==> src/hdl/dts_pkg.sv <==
`timescale 1ns / 1ps
// ----------------------------------------------------------------------------
// dts_pkg
// Shared types and constants for the delimiter token splitter: request
// payloads, configuration register indexes and reset values.
// ----------------------------------------------------------------------------
package dts_pkg;

  localparam int unsigned DEF_MAX_SEP_LEN = 8;
  localparam int unsigned SEP_LEN_W       = 4;
  localparam int unsigned CFG_DATA_W      = 64;
  localparam int unsigned CFG_IDX_W       = 1;

  localparam logic [SEP_LEN_W-1:0]  SEP_LEN_RST   = SEP_LEN_W'(1);
  localparam logic [CFG_DATA_W-1:0] SEP_BYTES_RST = CFG_DATA_W'(44);

  typedef enum logic [CFG_IDX_W-1:0] {
    CFG_SEP_LEN   = 1'b0,
    CFG_SEP_BYTES = 1'b1
  } cfg_idx_e;

  typedef struct packed {
    logic [7:0] in_byte;
    logic       carries_byte;
    logic       end_of_string;
  } in_item_t;

  typedef struct packed {
    logic [7:0] out_byte;
    logic       byte_valid;
    logic       token_done;
    logic       string_done;
    logic       run_last;
  } out_item_t;

endpackage

==> src/hdl/delimiter_token_splitter_top.sv <==
`timescale 1ns / 1ps
// The first result of an accepted request is registered in a result slot before it shows.
// Throughput: one request per cycle while each request yields at most one result and the
//   output is not stalled; a request that yields n results holds the output port for n results.
// Two result slots sit after the window logic, so input keeps flowing while one waits.
// Reset clears the window count, the token state and both result slots; the separator
//   resets to a single comma. Window bytes are not cleared.
// ----------------------------------------------------------------------------
// delimiter_token_splitter_top
// Splits a byte string into tokens at a configurable separator of up to
// MAX_SEP_LEN bytes, releasing each byte once it can no longer start a match.
// ----------------------------------------------------------------------------
module delimiter_token_splitter_top
  import dts_pkg::*;
#(
  parameter int unsigned MAX_SEP_LEN = DEF_MAX_SEP_LEN
) (
  input  logic                  clk_i,
  input  logic                  rst_ni,
  input  logic                  in_valid_i,
  output logic                  in_stall_o,
  input  in_item_t              in_data_i,
  output logic                  out_valid_o,
  input  logic                  out_stall_i,
  output out_item_t             out_data_o,
  input  logic                  cfg_we_i,
  input  logic [CFG_IDX_W-1:0]  cfg_idx_i,
  input  logic [CFG_DATA_W-1:0] cfg_data_i
);

  localparam int unsigned CNT_W = $clog2(MAX_SEP_LEN + 1);
  localparam int unsigned NB_W  = $clog2(MAX_SEP_LEN + 2);

  typedef logic [MAX_SEP_LEN-1:0][7:0] win_t;
  typedef logic [MAX_SEP_LEN:0][7:0]   seq_t;

  typedef struct packed {
    logic            pre_e;
    logic [NB_W-1:0] nb;
    logic            td_last;
    logic            sd_last;
    logic            post_e;
    logic            post_f;
  } jctl_t;

  function automatic logic job_busy(input jctl_t j);
    return j.pre_e | j.post_e | j.post_f | (j.nb != '0);
  endfunction

  function automatic logic sep_match(input win_t v, input logic [CFG_DATA_W-1:0] sep,
                                     input logic [CNT_W-1:0] len);
    logic ok;
    ok = 1'b1;
    for (int i = 0; i < MAX_SEP_LEN; i++) begin
      if (CNT_W'(i) < len && v[i] != sep[8*i +: 8]) begin
        ok = 1'b0;
      end
    end
    return ok;
  endfunction

  logic [SEP_LEN_W-1:0]  sep_len_q;
  logic [CFG_DATA_W-1:0] sep_bytes_q;
  win_t                  win_q, win_d;
  logic [CNT_W-1:0]      cnt_q, cnt_d;
  logic                  started_q, started_d;
  jctl_t                 head_c_q, head_c_d, tail_c_q, tail_c_d;
  seq_t                  head_b_q, head_b_d, tail_b_q, tail_b_d;

  logic             accept, pop;
  logic [CNT_W-1:0] len, npop, shamt, cnt2;
  logic             match_old, case_a, started1, match2;
  seq_t             ext_v, shifted;
  win_t             neww;
  jctl_t            nj_c, hp_c;
  seq_t             nj_b, hp_b;
  logic [NB_W:0]    rem;

  assign in_stall_o = job_busy(tail_c_q);
  assign accept     = in_valid_i & ~in_stall_o;
  assign out_valid_o = job_busy(head_c_q);
  assign pop        = out_valid_o & ~out_stall_i;

  // Separator length clamped to 1..MAX_SEP_LEN.
  always_comb begin
    if (sep_len_q == '0) begin
      len = CNT_W'(1);
    end else if (sep_len_q > SEP_LEN_W'(MAX_SEP_LEN)) begin
      len = CNT_W'(MAX_SEP_LEN);
    end else begin
      len = CNT_W'(sep_len_q);
    end
  end

  // Window logic: held bytes followed by the new byte form one sequence.
  always_comb begin
    ext_v = {(MAX_SEP_LEN + 1){in_data_i.in_byte}};
    for (int i = 0; i < MAX_SEP_LEN; i++) begin
      if (CNT_W'(i) < cnt_q) begin
        ext_v[i] = win_q[i];
      end
    end
    match_old = (cnt_q == len) && sep_match(win_q, sep_bytes_q, len);
    case_a    = in_data_i.carries_byte && !started_q && match_old;
    npop      = (cnt_q >= len) ? cnt_q - len + CNT_W'(1) : '0;
    shamt     = case_a ? cnt_q : npop;
    shifted   = ext_v >> {shamt, 3'b000};
    neww      = shifted[MAX_SEP_LEN-1:0];
    started1  = started_q | (npop != '0);
    cnt2      = (npop != '0) ? len : cnt_q + CNT_W'(1);
    match2    = started1 && (cnt2 == len) && sep_match(neww, sep_bytes_q, len);
  end

  // Build the result job and the next window state for this request.
  always_comb begin
    nj_c      = '0;
    nj_b      = ext_v;
    cnt_d     = cnt_q;
    started_d = started_q;
    win_d     = win_q;
    if (in_data_i.carries_byte) begin
      win_d = neww;
      if (case_a) begin
        nj_c.pre_e   = 1'b1;
        nj_c.nb      = in_data_i.end_of_string ? NB_W'(1) : '0;
        nj_c.td_last = in_data_i.end_of_string;
        nj_c.sd_last = in_data_i.end_of_string;
        nj_b         = shifted;
        cnt_d        = CNT_W'(1);
        started_d    = 1'b0;
      end else if (match2) begin
        nj_c.nb      = NB_W'(npop);
        nj_c.td_last = 1'b1;
        nj_c.post_e  = (npop == '0);
        nj_c.post_f  = in_data_i.end_of_string;
        cnt_d        = '0;
        started_d    = 1'b0;
      end else begin
        nj_c.nb      = in_data_i.end_of_string ? NB_W'(cnt_q) + NB_W'(1) : NB_W'(npop);
        nj_c.td_last = in_data_i.end_of_string;
        nj_c.sd_last = in_data_i.end_of_string;
        cnt_d        = cnt2;
        started_d    = started1;
      end
    end else if (in_data_i.end_of_string) begin
      nj_c.nb      = NB_W'(cnt_q);
      nj_c.td_last = 1'b1;
      nj_c.sd_last = 1'b1;
      nj_c.post_f  = (cnt_q == '0);
    end
    if (in_data_i.end_of_string) begin
      cnt_d     = '0;
      started_d = 1'b0;
    end
  end

  // Current result from the head slot.
  always_comb begin
    out_data_o = '0;
    if (head_c_q.pre_e) begin
      out_data_o.token_done = 1'b1;
    end else if (head_c_q.nb != '0) begin
      out_data_o.out_byte    = head_b_q[0];
      out_data_o.byte_valid  = 1'b1;
      out_data_o.token_done  = (head_c_q.nb == NB_W'(1)) && head_c_q.td_last;
      out_data_o.string_done = (head_c_q.nb == NB_W'(1)) && head_c_q.sd_last;
    end else if (head_c_q.post_e) begin
      out_data_o.token_done = 1'b1;
    end else if (head_c_q.post_f) begin
      out_data_o.token_done  = 1'b1;
      out_data_o.string_done = 1'b1;
    end
    rem = {1'b0, head_c_q.nb} + (NB_W + 1)'(head_c_q.pre_e)
        + (NB_W + 1)'(head_c_q.post_e) + (NB_W + 1)'(head_c_q.post_f);
    out_data_o.run_last = (rem == (NB_W + 1)'(1));
  end

  // Advance the head slot, promote the tail, then place the new job.
  always_comb begin
    hp_c = head_c_q;
    hp_b = head_b_q;
    if (pop) begin
      if (head_c_q.pre_e) begin
        hp_c.pre_e = 1'b0;
      end else if (head_c_q.nb != '0) begin
        hp_c.nb = head_c_q.nb - NB_W'(1);
        hp_b    = head_b_q >> 8;
      end else if (head_c_q.post_e) begin
        hp_c.post_e = 1'b0;
      end else begin
        hp_c.post_f = 1'b0;
      end
    end
    head_c_d = hp_c;
    head_b_d = hp_b;
    tail_c_d = tail_c_q;
    tail_b_d = tail_b_q;
    if (!job_busy(hp_c) && job_busy(tail_c_q)) begin
      head_c_d = tail_c_q;
      head_b_d = tail_b_q;
      tail_c_d = '0;
    end
    if (accept && job_busy(nj_c)) begin
      if (!job_busy(head_c_d)) begin
        head_c_d = nj_c;
        head_b_d = nj_b;
      end else begin
        tail_c_d = nj_c;
        tail_b_d = nj_b;
      end
    end
  end

  always_ff @(posedge clk_i or negedge rst_ni) begin
    if (!rst_ni) begin
      sep_len_q   <= SEP_LEN_RST;
      sep_bytes_q <= SEP_BYTES_RST;
      cnt_q       <= '0;
      started_q   <= 1'b0;
      head_c_q    <= '0;
      tail_c_q    <= '0;
    end else begin
      if (cfg_we_i) begin
        case (cfg_idx_i)
          CFG_SEP_LEN:   sep_len_q   <= cfg_data_i[SEP_LEN_W-1:0];
          CFG_SEP_BYTES: sep_bytes_q <= cfg_data_i;
          default: ;
        endcase
      end
      if (accept) begin
        cnt_q     <= cnt_d;
        started_q <= started_d;
      end
      head_c_q <= head_c_d;
      tail_c_q <= tail_c_d;
    end
  end

  // Payload storage: no reset.
  always_ff @(posedge clk_i) begin
    if (accept && in_data_i.carries_byte) begin
      win_q <= win_d;
    end
    head_b_q <= head_b_d;
    tail_b_q <= tail_b_d;
  end

endmodule

==> config.mk <==
export PLATFORM = sky130hd
export DESIGN_NAME = delimiter_token_splitter_top
export DESIGN_NICKNAME = d
export VERILOG_FILES = /design/src/hdl/dts_pkg.sv /design/src/hdl/delimiter_token_splitter_top.sv
export SDC_FILE = /design/constraint.sdc
export NUM_CORES = 1
export LEC_CHECK = 0
export ABC_AREA = 1
export ABC_CLOCK_PERIOD_IN_PS = 14000
export BUFFER_PORTS_ARGS = -buffer_cell sky130_fd_sc_hd__buf_2
export CORE_ASPECT_RATIO = 0.6
export CORE_MARGIN = 2
export CORE_UTILIZATION = 30
export CTS_CLUSTER_DIAMETER = 40
export DETAILED_ROUTE_END_ITERATION = 6
export PLACE_DENSITY_LB_ADDON = 0.2
export SYNTH_ARGS = -nofsm -noshare
export SYNTH_HDL_FRONTEND = slang
export SYNTH_SLANG_ARGS = --single-unit
==> constraint.sdc <==
create_clock -name clk_i -period 14 [get_ports clk_i]
set_input_delay 0.7 -clock clk_i [delete_from_list [all_inputs] [get_ports clk_i]]
set_output_delay 0.7 -clock clk_i [all_outputs]
set_load 0.05 [all_outputs]
; Word level (Yosys, flattened, before mapping)
; Cells that the tools add are included.
[word_totals]
register_bits = 299
latch_bits = 0
ram_bits = 0
romBits = 0
inputBits = 80
out_inout_bits = 14
word_cells = 232
memories = 0
[op_classes]
add_sub_neg = 7
n_mul = 0
n_div = 0
n_lt_le_gt_ge = 18
eq_ne = 20
shift = 1
mux = 80
n_bitwise = 21
n_reduce_logical = 43
[ops]
columns = cell, count
row1 = two-way mux 72 bit, 8
row2 = != test 8 bit, 16
row3 = two-way mux 9 bit, 8
row4 = >> shifter 72 x 7 -> 72 bit, 1
row5 = two-way mux 8 bit, 8
row6 = two-way mux 4 bit, 12
row7 = less-than comparator 3 x 4 -> 1 bit (first input constant), 8
row8 = two-way mux 1 bit, 32
row9 = logical AND 1 bit, 26
row10 = nonzero test 4 bit, 6
row11 = two-way mux 6 bit, 3
row12 = less-than comparator 1 x 4 -> 1 bit (first input constant), 4
row13 = less-than comparator 2 x 4 -> 1 bit (first input constant), 4
row14 = OR 1 bit, 16
row15 = two-way mux 2 bit, 7
row16 = logical NOT 4 bit, 3
row17 = adder 5 x 1 -> 5 bit, 2
row18 = two-way mux 5 bit, 2
row19 = AND reduction 2 bit, 5
row20 = adder 4 x 1 -> 4 bit (second input constant), 2
row21 = equality test 4 bit, 2
row22 = adder 4 x 1 -> 5 bit, 1
row23 = equality test 5 x 1 -> 1 bit (second input constant), 1
row24 = equality test 4 x 1 -> 1 bit (second input constant), 1
row25 = 8 further kinds, 12

; Depth between registers and ports, before layout
; Gate-level depths: netlist of run 1.
[depth]
depth_word = 36
depth_mapped = 43
ltp_nobuf = 39

; Least setup slack after synthesis of run 1
; No wires, ideal clock.
[synth_path]
path_kind = register to register
startpoint = register sep_len_q[3]
endpoint = register tail_b_q[0] (netlist name) (enable)
setup_time_ns = 0.502
t_arrival_ns = 7.502
t_required_ns = 13.498
slack_ns = 5.996
path_stages_with_launch = 31
n_path_buf = 3
period_less_slack_ns = 8.004
path_cell_list = dfrtp_1 > buf_2 > nor2_1 > nand2_1 > o21ai_0 > inv_1 > ha_1 > ha_1 > fa_1 > or2_2 > a21oi_1 > nand2_1 > nand2_2 > clkbuf_1 > nand2_1 > nand3_1 > nor2_1 > nor2_1 > nand2_1 > nor2_1 > nand3_1 > nor2_4 > nand2_2 > inv_2 > nand2_1 > a21oi_2 > nor2_1 > nand3_2 > nand2_2 > buf_2 > nor2_1
[synth_between]
elab_chain_len = 36
elab_cells_between_ends = 84
cone_classes = add/sub (2) / order compare (10) / eq/ne (10) / shift (1) / mux (31) / bitwise (4) / reduce/logical (26)
[synth_lines]
columns = element, line
row1 = start: declaration, delimiter_token_splitter_top.sv:62  ; logic [SEP_LEN_W-1:0] sep_len_q;
row2 = start signal: assignment, delimiter_token_splitter_top.sv:225  ; CFG_SEP_LEN: sep_len_q <= cfg_data_i[SEP_LEN_W-1:0];
row3 = > comparator 4 bit, delimiter_token_splitter_top.sv:88  ; end else if (sep_len_q > SEP_LEN_W'(MAX_SEP_LEN)) begin
row4 = two-way mux 4 bit, delimiter_token_splitter_top.sv:88
row5 = two-way mux 4 bit *, delimiter_token_splitter_top.sv:86  ; if (sep_len_q == '0) begin
row6 = less-than comparator 1 x 4 -> 1 bit, delimiter_token_splitter_top.sv:55  ; if (CNT_W'(i) < len && v[i] != sep[8*i +: 8]) begin
row7 = logical AND 1 bit, delimiter_token_splitter_top.sv:55
row8 = two-way mux 1 bit (8 in series), delimiter_token_splitter_top.sv:55
row9 = logical AND 1 bit, delimiter_token_splitter_top.sv:103  ; match_old = (cnt_q == len) && sep_match(win_q, sep_bytes_q, len);
row10 = logical AND 1 bit, delimiter_token_splitter_top.sv:104  ; case_a = in_data_i.carries_byte && !started_q && match_old;
row11 = [... 12 more ...], -
row12 = logical AND 1 bit, delimiter_token_splitter_top.sv:111  ; match2 = started1 && (cnt2 == len) && sep_match(neww, sep_bytes_q, len);
row13 = two-way mux 2 bit, delimiter_token_splitter_top.sv:131  ; end else if (match2) begin
row14 = two-way mux 2 bit, delimiter_token_splitter_top.sv:123  ; if (case_a) begin
row15 = two-way mux 1 bit, delimiter_token_splitter_top.sv:121  ; if (in_data_i.carries_byte) begin
row16 = OR 1 bit (2 in series), delimiter_token_splitter_top.sv:47  ; return j.pre_e | j.post_e | j.post_f | (j.nb != '0);
row17 = OR 1 bit *, delimiter_token_splitter_top.sv:47
row18 = logical AND 1 bit *, delimiter_token_splitter_top.sv:203  ; if (accept && job_busy(nj_c)) begin
row19 = AND reduction 2 bit (no line) *, -
row20 = end signal: assignment, delimiter_token_splitter_top.sv:245  ; tail_b_q <= tail_b_d;
row21 = end: declaration, delimiter_token_splitter_top.sv:68  ; seq_t head_b_q, head_b_d, tail_b_q, tail_b_d;
; Mark *: on every way between the ends. The rest lies on a longest branch, timed or not.
; A chain may end at the register's enable or synchronous reset.

; Worst setup path after layout of run 1
[layout_path]
startpoint = register sep_len_q[3]
endpoint = register tail_b_q[25] (netlist name) (enable)
; Same word-level chain as after synthesis.

==> flow_summary_export.csv, run 1 <==
group,metric,value,unit
outcome,status,"complete, but fails checks",
outcome,failed_checks,"DRC",
finish,nets,3217,
logic_synthesis,synth_cell_types,47,
die,initial_utilization,30.2,%
global_routing,gr-total-overflow,0,
setup_path,worstPathArrival,8630,ps
setup_path,critPathKind,"reg2reg",
flow_run,drv_cap,0,
setup_path,cp_top_family,"simple AND/OR/NAND/NOR gates",
setup_path,cp_num_buf_inv,5,
timing,fin_tns_setup,0,ps
logic_synthesis,avgSynthCellArea,6.55,µm²
logic_synthesis,synth_top_family_by_area,"simple AND/OR/NAND/NOR gates",
routing,firstDrtPassIters,7,
logic_synthesis,synthMostInstantiatedCell,"nand2_1",
cts,cts_sinks,299,
timing,rsz0062_at_grt,"false",
logic_synthesis,synth_top_area_share,20.4,%
timing,finalCritPeriodShare,60.2,%
timing,hold_viol,0,
logic_synthesis,synthTopCellsByCount,"nand2_1, inv_1, nand3_1",
cts,postCtsHoldBufs,0,
routing,antenna_left,0,
logic_synthesis,syn_area,20500,µm²
cts,post-cts-setup-buffer-count,0,
die,die_height,206,µm
die,fp.dieArea,70400,µm²
timing,period_needed,8430,ps
power_and_ir_drop,powerDensity,304,nW/µm²
global_routing,grt_pass1_wl,127000,µm
setup_path,max_stage_delay,760,ps
global_routing,antenna_found_initial,5,
logic_synthesis,ys.flop_type,"edfxtp_1",
cts,cts_buffers,41,
logic_synthesis,synth_adder_area_share,1.43,%
timing,fmax,119,MHz
logic_synthesis,muxShareOfSynthArea,0.935,%
routing,drt-total-wl,85900,µm
timing,tightest_slew,1140,ps
timing,final-setup-viol-count,0,
routing,drt_iter0_markers,2659,
logic_synthesis,synth-simple-area-share,36.6,%
hold_path,min_path_type,"in2async",
logic_synthesis,synth_nets,3228,
finish,drive_gt1_share,8.19,%
power_and_ir_drop,peakVddDrop,0.135,mV
placed_design,routabilityCongestion,0.996,
cts,root_buffer,"clkbuf_16",
die,num_rows,74,
cts,worstSkewPairLatency,590,ps
cts,cts_resized,0,
die,die_w,341,µm
logic_synthesis,synth.top_cells.by_area,"nand2_1, edfxtp_1, dfrtp_1, nand3_1, dfxtp_1",
logic_synthesis,ys_ff_latch,299,
cts,htree_levels,2,
logic_synthesis,ys_seq_area_share,38.1,%
logic_synthesis,yosys.area.top_type,"nand2_1",
timing,fin_skew,21.7,ps
setup_path,critPathRequiredTime,14200,ps
die,core-area,67800,µm²
setup_path,critPathSlowestCell,"buf_4",
setup_path,crit_path_start_kind,"flop",
die,ios,94,
finish,final_cells,4063,
placed_design,hpwl,63000,µm
global_routing,track_usage,24.4,%
cts,cts_tree,"built",
routing,post-route-drc-count,3,
placed_design,dp.cells,3985,
setup_path,worstSetupEndpointType,"flop",
routing,avgRoutedWirePerCell,21.1,µm
global_routing,grt_max_degree,96,
timing,max_slew_margin,24.0,%
cts,max-clock-path-buffers,3,
timing,maxSlewViolCount,0,
placed_design,numPortBuffers,93,
logic_synthesis,synth_edf_count,136,
routing,viasPerCell,5.07,
setup_path,cp_common_cell,"nand2_1",
finish,syn2layout_area_growth,11.9,%
setup_path,crit_fanout,67,
logic_synthesis,synth_xor_xnor_area_share,1.93,%
power_and_ir_drop,p_leak,11.2,nW
logic_synthesis,synth_compound_area_share,10.4,%
cts,clkTransAtPathRegs,60,ps
logic_synthesis,yosys_warnings,0,
logic_synthesis,syn-instance-count,3127,
routing,dr_total_vias,20610,
global_routing,grt_pass1_vias,18590,
logic_synthesis,synthArstFlopShare,30.4,%
==> worst paths after layout <==
check,from,endpoint,slack [ps],depth (start not counted)
worst max-delay path,sep_len_q[3],tail_b_q[25],5570,31
worst min-delay path,rst_ni,sep_bytes_q[7],230,1
worst max register to register,sep_len_q[3],tail_b_q[25],5570,31
worst min register to register,tail_c_q[6],tail_c_q[6],480,2
max in group asynchronous,rst_ni,sep_bytes_q[18],12680,2
min in group clk_i,cfg_data_i[55],sep_bytes_q[55],340,2
==> metal layers <==
layer	share of wire [%]	global-route usage [%]	vias to the layer above
li1	-	-	10000
met1	50	38.8	9590
met2	37	31.4	930
met3	12	7.32	90
met4	1.5	4.20	0
met5	0	0	-
==> report_power, final <==
group	switching, W	internal, W
clock network	0.000464	0.000619
logic	0.00328	0.00114
registers	0.000155	0.00129
total	0.00390	0.00305
==> sequential cells by signal, summed over array words and instances (netlist names), 4 cells and up <==
name / flops
head_b_q: 72
tail_b_q: 72
sep_bytes_q: 64
win_q: 64
head_c_q: 9
tail_c_q: 9
cnt_q: 4
sep_len_q: 4
==> metrics by stage <==
stage               setup slack [ps]  hold slack [ps]  utilization [%]  cell area [µm²]  total power [W]
floorplan                       6000              404                -            20500          0.00439
global placement                6100              476             31.8            21500          0.00575
detailed placement              5960              477             31.8            21500          0.00572
CTS                             5910              250             33.8            22900          0.00683
global route                    5210              282             33.8            22900          0.00748
finish                          5570              227             33.8            22900          0.00695
==> final cells by class <==
class,count,area (µm²)
fillers,7549,44900
multi-input cells,2297,10600
flip-flops and latches,299,7810
inverters,360,1350
well taps,912,1140
clock buffers,47,1070
repair buffers,117,648
clock inverters,29,299
diodes,2,5.00
==> placed cells by master, fill, tap and decap left out, types with 5 or more instances in the layout <==
master	Yosys	layout
clkinv_2	0	10
nor2_2	6	7
xor2_1	7	7
inv_1	346	345
o21ai_0	174	174
edfxtp_1	136	136
buf_2	38	92
nand4_1	23	23
mux2_2	17	17
clkinv_1	4	5
dfrtp_1	87	87
o22ai_1	10	10
nand2_2	5	6
nand3_1	337	337
a31oi_1	65	65
inv_2	10	10
a21oi_1	130	130
ha_1	17	17
nand2_1	1113	1109
or2_2	6	6
nand3b_1	19	19
buf_4	7	25
nor2_1	289	285
dfxtp_1	72	72
nor4_1	5	5
xnor2_1	38	38
nor2_4	2	5
inv_6	0	8
clkbuf_16	0	41
==> cell families (layout without fill, tap and decap cells) <==
kind of cell / Yosys count / in the layout
AND/OR/NAND/NOR: 1816 / 1816
flip-flops: 299 / 299
other: 0 / 2
multiplexers: 17 / 17
AO/OA/AOI/OAI: 398 / 398
buffers and inverters: 531 / 553
adder cells (fa/ha/maj): 21 / 21
XOR/XNOR: 45 / 45
Power figures use the tool's default switching activity.
==> run 2, diff against run 1 <==
- ABC_CLOCK_PERIOD_IN_PS: 14000 -> 8700
- clock period: 14 -> 8.7 ns (I/O delays scaled with it)
==> flow_summary_export.csv, run 2 (synthesis results as in run 1) <==
group,metric,value,unit
die,die_height,206,µm
die,ios,94,
timing,final-setup-viol-count,0,
setup_path,critPathSlowestCell,"a21oi_1",
cts,cts_tree,"built",
timing,rsz0062_at_grt,"false",
global_routing,grt_util_met3,10.2,%
setup_path,cp_common_cell,"nand2_1",
placed_design,hpwl,63900,µm
routing,drt_iter0_markers,2604,
cts,clkTransAtPathRegs,60,ps
finish,top_regs,"head_b_q: 72 flops, tail_b_q: 72 flops",
global_routing,grt_pass1_vias,18784,
global_routing,grt_pass1_wl,127000,µm
global_routing,grt_max_degree,91,
cts,worstSkewPairLatency,590,ps
timing,fin_skew,21.8,ps
setup_path,crit_path_start_kind,"flop",
routing,antenna_left,0,
timing,fmax,131,MHz
finish,final_cells,4077,
cts,cts_buffers,42,
timing,maxSlewViolCount,0,
global_routing,use_met2,30.5,%
global_routing,grt.busiest_layer,"met1",
global_routing,gr-total-overflow,0,
power_and_ir_drop,peakVddDrop,0.222,mV
setup_path,crit_fanout,45,
timing,hold_viol,0,
setup_path,worstPathArrival,8120,ps
finish,drive_gt1_share,8.50,%
setup_path,worstSetupEndpointType,"flop",
finish,nets,3231,
timing,hold-worst-slack,81.5,ps
routing,drt-total-wl,85500,µm
die,core-area,67800,µm²
routing,post-route-drc-count,6,
placed_design,routabilityCongestion,1.02,
routing,viasPerCell,5.07,
timing,max_slew_margin,23.1,%
power_and_ir_drop,powerDensity,495,nW/µm²
timing,finalCritPeriodShare,87.5,%
routing,dr_total_vias,20684,
placed_design,dp.cells,3997,
placed_design,numPortBuffers,93,
routing,firstDrtPassIters,7,
cts,root_buffer,"clkbuf_16",
cts,cts_resized,0,
finish,mostFrequentLayoutCells,"nand2_1, inv_1, nand3_1",
global_routing,use_met1,36.7,%
cts,max-clock-path-buffers,3,
timing,tightest_slew,1150,ps
routing,avgRoutedWirePerCell,21.0,µm
setup_path,critPathRequiredTime,9210,ps
cts,post-cts-setup-buffer-count,0,
outcome,failed_checks,"DRC",
timing,fin_tns_setup,0,ps
cts,cts_sinks,299,
timing,period_needed,7610,ps
setup_path,critPathKind,"reg2reg",
die,fp.dieArea,70400,µm²
hold_path,min_path_type,"in2reg",
power_and_ir_drop,power,0.0115,W
global_routing,track_usage,24.2,%
outcome,status,"complete, but fails checks",
die,die_w,341,µm
cts,htree_levels,2,
finish,syn2layout_area_growth,13.1,%
global_routing,antenna_found_initial,0,
flow_run,drv_cap,0,
die,num_rows,74,
power_and_ir_drop,p_leak,11.3,nW
finish,fill_cells,7532,
die,initial_utilization,30.2,%
cts,postCtsHoldBufs,1,
setup_path,max_stage_delay,680,ps
finish,layout_commonest_cell,"nand2_1",
## run 2: final timing paths
check,slack [ps],endpoint,start,cells after the start
max in group asynchronous,6990,sep_bytes_q[23],rst_ni,3
worst max register to register,1090,head_b_q[32],sep_len_q[3],35
min in group asynchronous,380,sep_len_q[3],rst_ni,2
worst max-delay path,1090,head_b_q[32],sep_len_q[3],35
worst min-delay path,80,sep_bytes_q[55],cfg_data_i[55],2
worst min register to register,490,tail_c_q[6],tail_c_q[6],2
## run 2: per-layer routing
layer  part of all wire (%)  up-vias
met5                      0        -
met4                    2.2        0
met3                     13      100
met2                     36      950
met1                     49     9578
li1                       -    10056
## run 2: area by class of cell
class	count	area [µm²]	area share, %
Inverter	360	1350	5.85
Multi-Input combinational cell	2297	10600	45.7
Clock buffer	57	1210	5.23
Antenna cell	1	2.50	0.0108
Timing Repair Buffer	130	786	3.40
Tap cell	912	1140	4.93
Sequential cell	299	7810	33.7
Clock inverter	21	275	1.19
## run 2: metrics by stage
step                      setup slack, ps  area, µm²  utilization [%]
after floorplan                       696      20500                -
after global placement               1540      21600             31.9
after detailed placement             1420      21600             31.9
after CTS                            1400      23100             34.1
after global routing                  567      23100             34.1
final                                1090      23100             34.1
## run 2: power breakdown
| group | internal (W) | leakage (nW) | switching [W] |
|---|---|---|---|
| Sequential | 0.00208 | 2.89 | 0.000238 |
| Combinational | 0.00187 | 7.68 | 0.00541 |
| Clock | 0.00109 | 0.729 | 0.000758 |
| Total | 0.00504 | 11.3 | 0.00641 |
## run 2: critical path: cells and delay by family, from the launching register on
family	cells	cell delay, ps
fa+ha+maj	1	350
compound gates	3	1070
buf+inv	3	1330
flops	1	610
simple gates	28	4100
